$ cat src/pbk_pkg.sv
// ----------------------------------------------------------------------------
// pbk_pkg : shared types and constants for the per-block best-k keeper
// Score/key widths, reset score, command codes and the control/status
// structs passed between controller and datapath.
// ----------------------------------------------------------------------------
package pbk_pkg;

  localparam int BLOCKS_DEF    = 4;
  localparam int ENTRIES_DEF   = 8;
  localparam int KEY_BYTES_DEF = 4;

  localparam int SCORE_W  = 16;
  localparam int KEY_IN_W = 32;
  localparam int BLK_W    = 2;
  localparam int RANK_W   = 3;

  // score 100 in unsigned Q8.8
  localparam logic [SCORE_W-1:0] RESET_SCORE = 16'd25600;

  localparam logic CMD_OFFER = 1'b0;
  localparam logic CMD_READ  = 1'b1;

  typedef struct packed {
    logic clr;     // clearing pass write
    logic latch;   // capture input transaction
    logic rd;      // issue list read
    logic decide;  // offer compare and write
    logic sort;    // one transposition phase
    logic parity;  // phase parity
    logic store;   // write back head of sorted bank
    logic emit;    // load output register
  } cmd_t;

  typedef struct packed {
    logic blk_ok;
    logic is_read;
  } stat_t;

endpackage

$ cat src/per_block_best_k_keeper.sv
// ----------------------------------------------------------------------------
// per_block_best_k_keeper : per-block list of lowest-score candidates
//
//   channel | signals                                         | dir
//   in      | in_valid in_ready command block_index           | sink
//           | cand_score cand_key read_rank                   |
//   out     | out_valid out_ready was_replaced entry_score    | source
//           | entry_key                                       |
//
// Offer: one RAM read per entry, then compare/write.
// Read: load, ENTRIES transposition phases, write-back.
// Reset: clearing pass over all BLOCKS*ENTRIES RAM words, in_ready low.
// One transaction at a time; a finished result waits in the output register
// while the next transaction is accepted and worked on.
// ----------------------------------------------------------------------------
module per_block_best_k_keeper #(
  parameter int BLOCKS    = pbk_pkg::BLOCKS_DEF,
  parameter int ENTRIES   = pbk_pkg::ENTRIES_DEF,
  parameter int KEY_BYTES = pbk_pkg::KEY_BYTES_DEF
) (
  input  logic                            clk,
  input  logic                            rst,
  input  logic                            in_valid,
  output logic                            in_ready,
  input  logic                            command,
  input  logic [pbk_pkg::BLK_W-1:0]       block_index,
  input  logic [pbk_pkg::SCORE_W-1:0]     cand_score,
  input  logic [pbk_pkg::KEY_IN_W-1:0]    cand_key,
  input  logic [pbk_pkg::RANK_W-1:0]      read_rank,
  output logic                            out_valid,
  input  logic                            out_ready,
  output logic                            was_replaced,
  output logic [pbk_pkg::SCORE_W-1:0]     entry_score,
  output logic [pbk_pkg::KEY_IN_W-1:0]    entry_key
);

  localparam int CNT_W = $clog2(BLOCKS * ENTRIES + 1);

  pbk_pkg::cmd_t    cmd;
  pbk_pkg::stat_t   stat;
  logic [CNT_W-1:0] idx;

  pbk_ctrl #(
    .BLOCKS  (BLOCKS),
    .ENTRIES (ENTRIES)
  ) u_ctrl (
    .clk       (clk),
    .rst       (rst),
    .in_valid  (in_valid),
    .in_ready  (in_ready),
    .out_valid (out_valid),
    .out_ready (out_ready),
    .cmd       (cmd),
    .idx       (idx),
    .stat      (stat)
  );

  pbk_dp #(
    .BLOCKS    (BLOCKS),
    .ENTRIES   (ENTRIES),
    .KEY_BYTES (KEY_BYTES)
  ) u_dp (
    .clk          (clk),
    .rst          (rst),
    .cmd          (cmd),
    .idx          (idx),
    .stat         (stat),
    .command      (command),
    .block_index  (block_index),
    .cand_score   (cand_score),
    .cand_key     (cand_key),
    .read_rank    (read_rank),
    .was_replaced (was_replaced),
    .entry_score  (entry_score),
    .entry_key    (entry_key)
  );

endmodule

$ cat src/pbk_ram.sv
// ----------------------------------------------------------------------------
// pbk_ram : generic single-write, single-read RAM
// One write port, one read port, read data registered.
// ----------------------------------------------------------------------------
module pbk_ram #(
  parameter int WIDTH = 8,
  parameter int DEPTH = 32,
  localparam int AW = (DEPTH > 1) ? $clog2(DEPTH) : 1
) (
  input  logic             clk,
  input  logic             we,
  input  logic [AW-1:0]    waddr,
  input  logic [WIDTH-1:0] wdata,
  input  logic [AW-1:0]    raddr,
  output logic [WIDTH-1:0] rdata
);

  logic [WIDTH-1:0] mem [DEPTH];

  always_ff @(posedge clk) begin
    if (we) begin
      mem[waddr] <= wdata;
    end
    rdata <= mem[raddr];
  end

endmodule

$ cat src/pbk_dp.sv
// ----------------------------------------------------------------------------
// pbk_dp : datapath of the best-k keeper
// Candidate RAM, input capture, maximum tracker, sort bank with
// odd-even transposition lanes, result and output registers.
// ----------------------------------------------------------------------------
module pbk_dp #(
  parameter int BLOCKS    = pbk_pkg::BLOCKS_DEF,
  parameter int ENTRIES   = pbk_pkg::ENTRIES_DEF,
  parameter int KEY_BYTES = pbk_pkg::KEY_BYTES_DEF,
  localparam int CNT_W = $clog2(BLOCKS * ENTRIES + 1)
) (
  input  logic                              clk,
  input  logic                              rst,
  input  pbk_pkg::cmd_t                     cmd,
  input  logic [CNT_W-1:0]                  idx,
  output pbk_pkg::stat_t                    stat,
  input  logic                              command,
  input  logic [pbk_pkg::BLK_W-1:0]         block_index,
  input  logic [pbk_pkg::SCORE_W-1:0]       cand_score,
  input  logic [pbk_pkg::KEY_IN_W-1:0]      cand_key,
  input  logic [pbk_pkg::RANK_W-1:0]        read_rank,
  output logic                              was_replaced,
  output logic [pbk_pkg::SCORE_W-1:0]       entry_score,
  output logic [pbk_pkg::KEY_IN_W-1:0]      entry_key
);

  localparam int DEPTH = BLOCKS * ENTRIES;
  localparam int AW    = (DEPTH > 1) ? $clog2(DEPTH) : 1;
  localparam int IW    = (ENTRIES > 1) ? $clog2(ENTRIES) : 1;
  localparam int KW    = 8 * ((KEY_BYTES > 4) ? 4 : KEY_BYTES);
  localparam int SW    = pbk_pkg::SCORE_W;
  localparam int RW    = SW + KW;

  logic                        cmd_q;
  logic [pbk_pkg::BLK_W-1:0]   blk_q;
  logic [SW-1:0]               sc_q;
  logic [KW-1:0]               key_q;
  logic [pbk_pkg::RANK_W-1:0]  rank_q;

  logic                        rv_q;
  logic [IW-1:0]               rv_idx;
  logic [SW-1:0]               best;
  logic [IW-1:0]               pick;

  logic [SW-1:0]               sbank      [ENTRIES];
  logic [KW-1:0]               kbank      [ENTRIES];
  logic [SW-1:0]               sbank_next [ENTRIES];
  logic [KW-1:0]               kbank_next [ENTRIES];

  logic                        res_rep;
  logic [SW-1:0]               res_score;
  logic [KW-1:0]               res_key;

  logic                        we;
  logic [AW-1:0]               waddr;
  logic [RW-1:0]               wdata;
  logic [AW-1:0]               raddr;
  logic [RW-1:0]               rdata;
  logic [AW-1:0]               base;
  logic [SW-1:0]               rd_score;
  logic [KW-1:0]               rd_key;

  assign base     = AW'(AW'(blk_q) * AW'(ENTRIES));
  assign raddr    = base + AW'(idx[IW-1:0]);
  assign rd_score = rdata[RW-1:KW];
  assign rd_key   = rdata[KW-1:0];

  assign stat.blk_ok  = (32'(blk_q) < 32'(BLOCKS));
  assign stat.is_read = (cmd_q == pbk_pkg::CMD_READ);

  pbk_ram #(
    .WIDTH (RW),
    .DEPTH (DEPTH)
  ) u_ram (
    .clk   (clk),
    .we    (we),
    .waddr (waddr),
    .wdata (wdata),
    .raddr (raddr),
    .rdata (rdata)
  );

  always_comb begin
    we    = 1'b0;
    waddr = base + AW'(pick);
    wdata = {sc_q, key_q};
    priority if (cmd.clr) begin
      we    = 1'b1;
      waddr = idx[AW-1:0];
      wdata = {pbk_pkg::RESET_SCORE, KW'(0)};
    end else if (cmd.decide) begin
      we = (best > sc_q);
    end else if (cmd.store) begin
      we    = 1'b1;
      waddr = base + AW'(idx[IW-1:0]);
      wdata = {sbank[0], kbank[0]};
    end else begin
      we = 1'b0;
    end
  end

  // bank: shift-in on read data, transposition phase, or rotate on write-back
  always_comb begin
    for (int i = 0; i < ENTRIES; i++) begin
      sbank_next[i] = sbank[i];
      kbank_next[i] = kbank[i];
    end
    priority if (rv_q || cmd.store) begin
      for (int i = 0; i < ENTRIES; i++) begin
        sbank_next[i] = sbank[(i + 1) % ENTRIES];
        kbank_next[i] = kbank[(i + 1) % ENTRIES];
      end
      if (rv_q) begin
        sbank_next[ENTRIES-1] = rd_score;
        kbank_next[ENTRIES-1] = rd_key;
      end
    end else if (cmd.sort) begin
      for (int i = 0; i + 1 < ENTRIES; i++) begin
        if (((i % 2) == int'(cmd.parity)) && (sbank[i] > sbank[i+1])) begin
          sbank_next[i]   = sbank[i+1];
          kbank_next[i]   = kbank[i+1];
          sbank_next[i+1] = sbank[i];
          kbank_next[i+1] = kbank[i];
        end
      end
    end else begin
      sbank_next[0] = sbank[0];
    end
  end

  always_ff @(posedge clk) begin
    if (rst) begin
      rv_q <= 1'b0;
    end else begin
      rv_q <= cmd.rd;
    end
  end

  always_ff @(posedge clk) begin
    rv_idx <= idx[IW-1:0];
    for (int i = 0; i < ENTRIES; i++) begin
      sbank[i] <= sbank_next[i];
      kbank[i] <= kbank_next[i];
    end
    if (rv_q && (rd_score > best)) begin
      best <= rd_score;
      pick <= rv_idx;
    end
    if (cmd.decide) begin
      res_rep <= (best > sc_q);
    end
    if (cmd.store && (32'(idx) == 32'(rank_q))) begin
      res_score <= sbank[0];
      res_key   <= kbank[0];
    end
    if (cmd.latch) begin
      cmd_q     <= command;
      blk_q     <= block_index;
      sc_q      <= cand_score;
      key_q     <= cand_key[KW-1:0];
      rank_q    <= read_rank;
      best      <= '0;
      pick      <= '0;
      res_rep   <= 1'b0;
      res_score <= '0;
      res_key   <= '0;
    end
    if (cmd.emit) begin
      was_replaced <= res_rep;
      entry_score  <= res_score;
      entry_key    <= pbk_pkg::KEY_IN_W'(res_key);
    end
  end

endmodule

$ cat src/pbk_ctrl.sv
// ----------------------------------------------------------------------------
// pbk_ctrl : controller of the best-k keeper
// Sequences the clearing pass, offer scan, load/sort/write-back of a
// list, and the output handshake.
// ----------------------------------------------------------------------------
module pbk_ctrl #(
  parameter int BLOCKS  = pbk_pkg::BLOCKS_DEF,
  parameter int ENTRIES = pbk_pkg::ENTRIES_DEF,
  localparam int CNT_W = $clog2(BLOCKS * ENTRIES + 1)
) (
  input  logic             clk,
  input  logic             rst,
  input  logic             in_valid,
  output logic             in_ready,
  output logic             out_valid,
  input  logic             out_ready,
  output pbk_pkg::cmd_t    cmd,
  output logic [CNT_W-1:0] idx,
  input  pbk_pkg::stat_t   stat
);

  localparam int DEPTH = BLOCKS * ENTRIES;

  localparam logic [3:0] S_CLEAR    = 4'd0;
  localparam logic [3:0] S_IDLE     = 4'd1;
  localparam logic [3:0] S_DISPATCH = 4'd2;
  localparam logic [3:0] S_SCAN     = 4'd3;
  localparam logic [3:0] S_DECIDE   = 4'd4;
  localparam logic [3:0] S_LOAD     = 4'd5;
  localparam logic [3:0] S_SORT     = 4'd6;
  localparam logic [3:0] S_STORE    = 4'd7;
  localparam logic [3:0] S_DONE     = 4'd8;

  localparam logic [CNT_W-1:0] N_ENT  = CNT_W'(ENTRIES);
  localparam logic [CNT_W-1:0] N_LAST = CNT_W'(ENTRIES - 1);
  localparam logic [CNT_W-1:0] D_LAST = CNT_W'(DEPTH - 1);

  logic [3:0]       state;
  logic [3:0]       state_next;
  logic [CNT_W-1:0] cnt;
  logic [CNT_W-1:0] cnt_next;

  assign in_ready = (state == S_IDLE);
  assign idx      = cnt;

  always_comb begin
    cmd        = '0;
    state_next = state;
    cnt_next   = cnt;
    unique case (state)
      S_CLEAR: begin
        cmd.clr = 1'b1;
        if (cnt == D_LAST) begin
          state_next = S_IDLE;
          cnt_next   = '0;
        end else begin
          cnt_next = cnt + 1'b1;
        end
      end
      S_IDLE: begin
        if (in_valid) begin
          cmd.latch  = 1'b1;
          state_next = S_DISPATCH;
        end
      end
      S_DISPATCH: begin
        cnt_next = '0;
        priority if (!stat.blk_ok) begin
          state_next = S_DONE;
        end else if (stat.is_read) begin
          state_next = S_LOAD;
        end else begin
          state_next = S_SCAN;
        end
      end
      S_SCAN, S_LOAD: begin
        cmd.rd = (cnt < N_ENT);
        if (cnt == N_ENT) begin
          state_next = (state == S_SCAN) ? S_DECIDE : S_SORT;
          cnt_next   = '0;
        end else begin
          cnt_next = cnt + 1'b1;
        end
      end
      S_DECIDE: begin
        cmd.decide = 1'b1;
        state_next = S_DONE;
      end
      S_SORT: begin
        cmd.sort   = 1'b1;
        cmd.parity = cnt[0];
        if (cnt == N_LAST) begin
          state_next = S_STORE;
          cnt_next   = '0;
        end else begin
          cnt_next = cnt + 1'b1;
        end
      end
      S_STORE: begin
        cmd.store = 1'b1;
        if (cnt == N_LAST) begin
          state_next = S_DONE;
          cnt_next   = '0;
        end else begin
          cnt_next = cnt + 1'b1;
        end
      end
      S_DONE: begin
        if (!out_valid || out_ready) begin
          cmd.emit   = 1'b1;
          state_next = S_IDLE;
        end
      end
      default: begin
        state_next = S_IDLE;
        cnt_next   = '0;
      end
    endcase
  end

  always_ff @(posedge clk) begin
    if (rst) begin
      state     <= S_CLEAR;
      cnt       <= '0;
      out_valid <= 1'b0;
    end else begin
      state <= state_next;
      cnt   <= cnt_next;
      if (cmd.emit) begin
        out_valid <= 1'b1;
      end else if (out_ready) begin
        out_valid <= 1'b0;
      end
    end
  end

  a_accept_dispatch: assert property (@(posedge clk) disable iff (rst)
    (in_valid && in_ready) |=> (state == S_DISPATCH))
    else $error("accepted transaction not dispatched");

  a_emit_free: assert property (@(posedge clk) disable iff (rst)
    cmd.emit |-> (!out_valid || out_ready))
    else $error("result overwrote pending output");

  a_decide_after_scan: assert property (@(posedge clk) disable iff (rst)
    (state == S_DECIDE) |-> ($past(state) == S_SCAN))
    else $error("offer decided without scan");

  a_bank_index: assert property (@(posedge clk) disable iff (rst)
    (state == S_SORT || state == S_STORE) |-> (cnt < N_ENT))
    else $error("bank index out of range");

endmodule
$ cat config.mk
export PLATFORM = sky130hd
export DESIGN_NAME = per_block_best_k_keeper
export DESIGN_NICKNAME = d
export VERILOG_FILES = /design/src/pbk_pkg.sv /design/src/per_block_best_k_keeper.sv /design/src/pbk_ram.sv /design/src/pbk_dp.sv /design/src/pbk_ctrl.sv
export SDC_FILE = /design/constraint.sdc
export NUM_CORES = 2
export LEC_CHECK = 0
export ABC_AREA = 1
export ABC_CLOCK_PERIOD_IN_PS = 6220
export BUFFER_PORTS_ARGS = -buffer_cell sky130_fd_sc_hd__buf_2
export CAP_MARGIN = 20
export CORE_MARGIN = 1
export CORE_UTILIZATION = 42
export DETAILED_ROUTE_END_ITERATION = 6
export SYNTH_ARGS = -nofsm -noshare
export SYNTH_HDL_FRONTEND = slang
export SYNTH_SLANG_ARGS = --single-unit
$ cat constraint.sdc
create_clock -name clk -period 6.22 [get_ports clk]
set_clock_uncertainty 0.05 [all_clocks]
set_input_delay 1.244 -clock clk [delete_from_list [all_inputs] [get_ports clk]]
set_output_delay 1.244 -clock clk [all_outputs]
set_load 0.02 [all_outputs]
# Word level (Yosys, flattened, before mapping)
# Memory sizes are Yosys's and may differ from the RTL's. A register that Yosys moved wholly into a read port is not among the register bits.
# Index checks and enable logic that the tools add are counted.
# Widths: inputs -> output; s select.
dict set report op_classes {
  magnitude_cmp 10
  muxes 59
  n_reduce_logical 19
  bitwise_logic 2
  n_eq_ne 18
  addsub 3
}
# cell n
set op_table {}
lappend op_table {{$mux 64} 9}
lappend op_table {{$mux 256} 2}
lappend op_table {{$mux 32} 10}
lappend op_table {{$gt 16x16->1} 9}
lappend op_table {{$mux 48} 3}
lappend op_table {{$mux 128} 1}
lappend op_table {{$mux 112} 1}
lappend op_table {{$mux 16} 2}
lappend op_table {{$pmux 4 s8} 1}
lappend op_table {{$mux 4} 6}
lappend op_table {{$pmux 6 s4} 1}
lappend op_table {{$mux 6} 3}
lappend op_table {{$eq 4x3->1 const B} 4}
lappend op_table {{$mux 5} 3}
lappend op_table {{$mux 1} 14}
lappend op_table {{$add 5x3->5} 2}
lappend op_table {{$ne 2x1->1 const B} 5}
lappend op_table {{$logic_and 1x1->1} 9}
lappend op_table {{$eq 4x2->1 const B} 2}
lappend op_table {{$add 6x1->6 const B} 1}
lappend op_table {{$eq 6x3->1} 1}
lappend op_table {{$eq 6x3->1 const B} 1}
lappend op_table {{$eq 6x4->1 const B} 1}
lappend op_table {{$eq 6x5->1 const B} 1}
lappend op_table {{other kinds (14)} 19}
dict set report word_totals {
  mem_bits_rw 1920
  elab_cells 132
  register_bits 186
  memories 3
  out_inout_bits 51
}
# name depth word_bits read_ports rd_clocked_by_memory_dff wr line_no
set memory_table {}
lappend memory_table {u_dp.u_ram.mem 32 48 1 1 1 pbk_ram.sv:18} ;# logic [WIDTH-1:0] mem [DEPTH];
lappend memory_table {u_dp.kbank 8 32 8 0 8 pbk_dp.sv:46} ;# logic [KW-1:0] kbank [ENTRIES];
lappend memory_table {u_dp.sbank 8 16 8 0 8 pbk_dp.sv:45} ;# logic [SW-1:0] sbank [ENTRIES];

# Logic depth before layout (Yosys ltp)
dict set report depth {
  ltp_word 15
  mapped_depth 17
  ltp_nobuf 15
}

# Cells and area by module
# Synthesis repeated with hierarchy kept, for this count alone.
dict set report unflattened {
  hier_cells 8247
  area_unflattened_um2 90658.2
}
# mod area_per_inst_um2 cells_each instances
set modules_own_cells {}
lappend modules_own_cells {pbk_ram 62969.1 5279 1}
lappend modules_own_cells {pbk_dp 26825.7 2829 1}
lappend modules_own_cells {pbk_ctrl 863.3 139 1}

# Least setup slack after synthesis
# OpenSTA, ideal clock, no wires.
dict set report synth_timing {
  kind {register -> register}
  startpoint {memory u_dp.sbank[1][47] in the netlist's numbering}
  endpoint {memory u_dp.kbank[1][100] in the netlist's numbering, enable pin}
  arrival_ps 4844
  setup_ps 520
  stages_incl_launch_ff 9
  n_path_buf 0
  path_slack_ps 806
  required_ps 5650
  synth_period_minus_slack_ps 5414
  path_cell_list {edfxtp_1 -> ha_1 -> nand2_1 -> nor2_1 -> nor3b_2 -> nand2_1 -> nand2_1 -> nand2_2 -> o21ai_0}
}
# element line_no
set synth_rtl {}
lappend synth_rtl {{start, declared} pbk_dp.sv:45}
lappend synth_rtl {{end, declared} pbk_dp.sv:46}

# Final worst setup path
dict set report layout_timing {
  startpoint {register u_ctrl.state[1]}
  endpoint {memory u_dp.u_ram.mem[31][20] in the netlist's numbering, enable pin}
}
dict set report layout_via {
  elab_chain_len 7
  word_cells_on_any_way 14
  classes_between {2 x eq/ne; 11 x mux; 1 x reduce/logical}
}
# element line_no
set layout_rtl {}
lappend layout_rtl {{start, declared} pbk_ctrl.sv:38} ;# logic [3:0] state;
lappend layout_rtl {{start signal, assigned} pbk_ctrl.sv:127} ;# state <= state_next;
lappend layout_rtl {{$eq 4x3->1} pbk_ctrl.sv:50} ;# unique case (state)
lappend layout_rtl {{$mux 1} pbk_ctrl.sv:50}
lappend layout_rtl {{$mux 1} pbk_dp.sv:93} ;# end else if (cmd.store) begin
lappend layout_rtl {{$mux 1} pbk_dp.sv:91} ;# end else if (cmd.decide) begin
lappend layout_rtl {{$mux 1} pbk_dp.sv:87} ;# priority if (cmd.clr) begin
lappend layout_rtl {{$mux 1} pbk_ram.sv:21} ;# if (we) begin
lappend layout_rtl {{$mux 1 (implied by the code)} pbk_ram.sv:22} ;# mem[waddr] <= wdata;
lappend layout_rtl {{end, declared} pbk_ram.sv:18}
# Several ways; a longest one is shown, not always the timed one.

==> impl_metrics.toml <==
[clock_network]
cts_root_buffer = "clkbuf_16"
htree_levels = 4
cts_resized = 0
clk_latency_ns = 0.87
cts_tree = "yes"
cts_sinks = 2154
ctsHoldBuffers = 0
clockBufferDepth = 3
clk_pin_slew_worst_paths_ns = 0.06
cts_buffers = 218
cts_setup_buffers = 0

[routing]
drtPass1Iterations = 5
vias_per_cell = 5.63
ant_nets = 0
drtIter0Drc = 6718
vias = 58400
avgRoutedWirePerCell_um = 23.2
drc = 0
wirelength_um = 241000

[sta]
drv_slew = 0
fmax_mhz = 243
finalSetupTns_ns = 0
tightest_slew_ns = 1.09
slew_headroom_pct = 27.2
period_needed_ns = 4.11
post-route-period-util_pct = 66.1
final-hold-violation-count = 0
setup_viol = 0
rsz0062_at_grt = "no"

[cells_and_area]
finish.instance_area_um2 = 99700
fillCellCount = 18600
drive_gt1_share_pct = 9.00
mostFrequentLayoutCell = "edfxtp_1"
syn2layout_area_growth_pct = 12.5
multi_input_area_um2 = 22600
layout_common_cells = "edfxtp_1 (2023), nand2_1 (1365), nor2_1 (1013)"
fin_nets = 7584
seqCellArea_um2 = 63400

[grt]
overflow = 0
grt_start_max_net_pins = 184
track_usage_pct = 22.3
grt_pass1_wl_um = 359000
grt_pass1_vias = 55800
antenna_found_initial = 6

[critical_path]
cp_slowest_cell = "a21oi_4"
worstPathRequired_ns = 6.71
critPathArrivalTime_ns = 4.60
cp-end-kind = "flop"
cpPeakStageDelay_ns = 0.74
critPathMaxFanout = 30
startpoint_type = "flop"
crit_type = "reg2reg"
crit_chain = "nor2_4, nand2_4, inv_2, nor2_8, buf_4, o21ai_4, nor2_2, nand2_1, a21oi_4, buf_12"

[logic_synthesis]
synth_top_family_by_area = "simple AND/OR/NAND/NOR gates"
syn_area_um2 = 88600
ys_seq_area_share_pct = 71.5
synthSimpleGateAreaFrac_pct = 12.7
synth_mux_area_share_pct = 0
synth.ff_latch_count = 2154
syn_inst = 7372
synth_edf_count = 2023
postSynthAreaPerCell_um2 = 12.0
synthArstFlopShare_pct = 0
synth_compound_area_share_pct = 10.1
synth_fa_ha_area_share_pct = 2.06
synth_nets = 7576
synthXorXnorAreaFrac_pct = 0.0296
ys.flop_type = "edfxtp_1"
yosysWarnings = 0
yosysUniqueCellTypes = 43

[placed_design]
io_buffers = 108
gp_congestion = 0.856
dpl_cell_area_um2 = 92600
post-dp-hpwl_um = 139000

[floorplanning]
chipWidth_um = 461
rows = 168
start_util_pct = 42.3
io-pin-count = 109
core_area_um2 = 210000
die_h_um = 461
fp.dieArea_um2 = 213000

[hold_path]
worst_hold_path_type = "reg2reg"

[pwr]
p_total_mw = 44.1
power_leakage_nw = 35.4
ir_worst_vdd_mv = 0.329
p_per_area_nw_per_um2 = 442

[status]
status = "complete, no violations"

[job]
maxCapViolCount = 0
==> layer usage <==
metal	track usage (%)	part of all wire [%]	vias up
li1	-	-	26500
met1	32.5	44	29200
met2	34.9	46	2434
met3	3.36	8.0	321
met4	5.25	2.0	0
met5	0	0	-
==> flip-flops by register name, indices dropped and copies added (netlist names), 4 cells and up <==
signal            cells
u_ctrl.idx            6
u_dp.entry_score     16
u_dp.res_score       16
u_dp.best            16
u_dp.key_q           32
u_ctrl.state          4
u_dp.kbank          256
u_dp.entry_key       32
u_dp.res_key         32
u_dp.u_ram.rdata     48
u_dp.sc_q            16
u_dp.sbank          128
u_dp.u_ram.mem     1536
==> per-stage QoR <==
step	cells	util [%]	setup WS (ns)	hold slack, ns
2_1_floorplan	7372	-	0.806	0.276
3_3_place_gp	9963	44.2	2.18	0.363
3_5_place_dp	9964	44.2	2.13	0.364
4_1_cts	10400	47.6	2.08	0.361
5_1_grt	10400	47.6	1.88	0.370
6_report	10400	47.6	2.11	0.366
==> power by group <==
part	internal, mW	switching, mW	leakage [nW]	total (mW)
combinational	2.71	8.72	12.4	11.4
sequential	19.0	0.694	19.6	19.7
clock	7.37	5.61	3.45	13.0
==> synth_stat cells (6+ instances only) <==
cell      instances  area (um2)
buf_6             8        90.1
clkbuf_1        244         916
nand4_1          42         263
o221ai_1        240        2100
o21ai_0         871        4360
nand2_1        1372        5150
o211ai_1        147        1100
nor2_1         1017        3820
edfxtp_1       2023       60700
nor2_2            6        37.5
ha_1            146        1830
a21o_1            6        45.0
a22o_1           32         280
nor2_4            9         101
inv_2            10        37.5
buf_1            29         109
nand3_1         345        1730
buf_4            25         188
buf_2           160         801
dfxtp_1         131        2620
a21oi_1         184         921
inv_1           285        1070
nor3_1            8        40.0
==> cells by family after synthesis <==
logic type | count (synthesis)
and+or+nand+nor | 2812
xor gates and xnor gates | 3
DFF | 2154
adders and majority gates | 146
buffers and inverters | 763
AOI/OAI and AO/OA | 1494
==> worst paths after layout <==
check,end,cells past startpoint,slack [ns],startpoint
min,u_dp.entry_key[20],0,0.37,u_dp.res_key[20]
max,u_dp.u_ram.mem[31][20],10,2.11,u_ctrl.state[1]
min reg2reg,u_dp.entry_key[20],0,0.37,u_dp.res_key[20]
max reg2reg,u_dp.u_ram.mem[31][20],10,2.11,u_ctrl.state[1]
==> critical path: cells and delay by family, from the launching register on <==
family / cells / cell delay, ns
AND/OR/NAND/NOR: 5 / 1.14
buffers and inverters: 3 / 1.10
flip-flops: 1 / 0.55
AO/OA/AOI/OAI: 2 / 0.87
==> cell type report <==
type                    count  area share, %
diodes                      1        0.00251
clock buffers             297           6.00
clock inverters           111           1.11
inverters                 297           1.14
multi-input cells        4455           22.7
flip-flops and latches   2154           63.6
well taps                2805           3.52
repair buffers            254           1.98
Note: power is estimated with default switching activity, not from simulation.
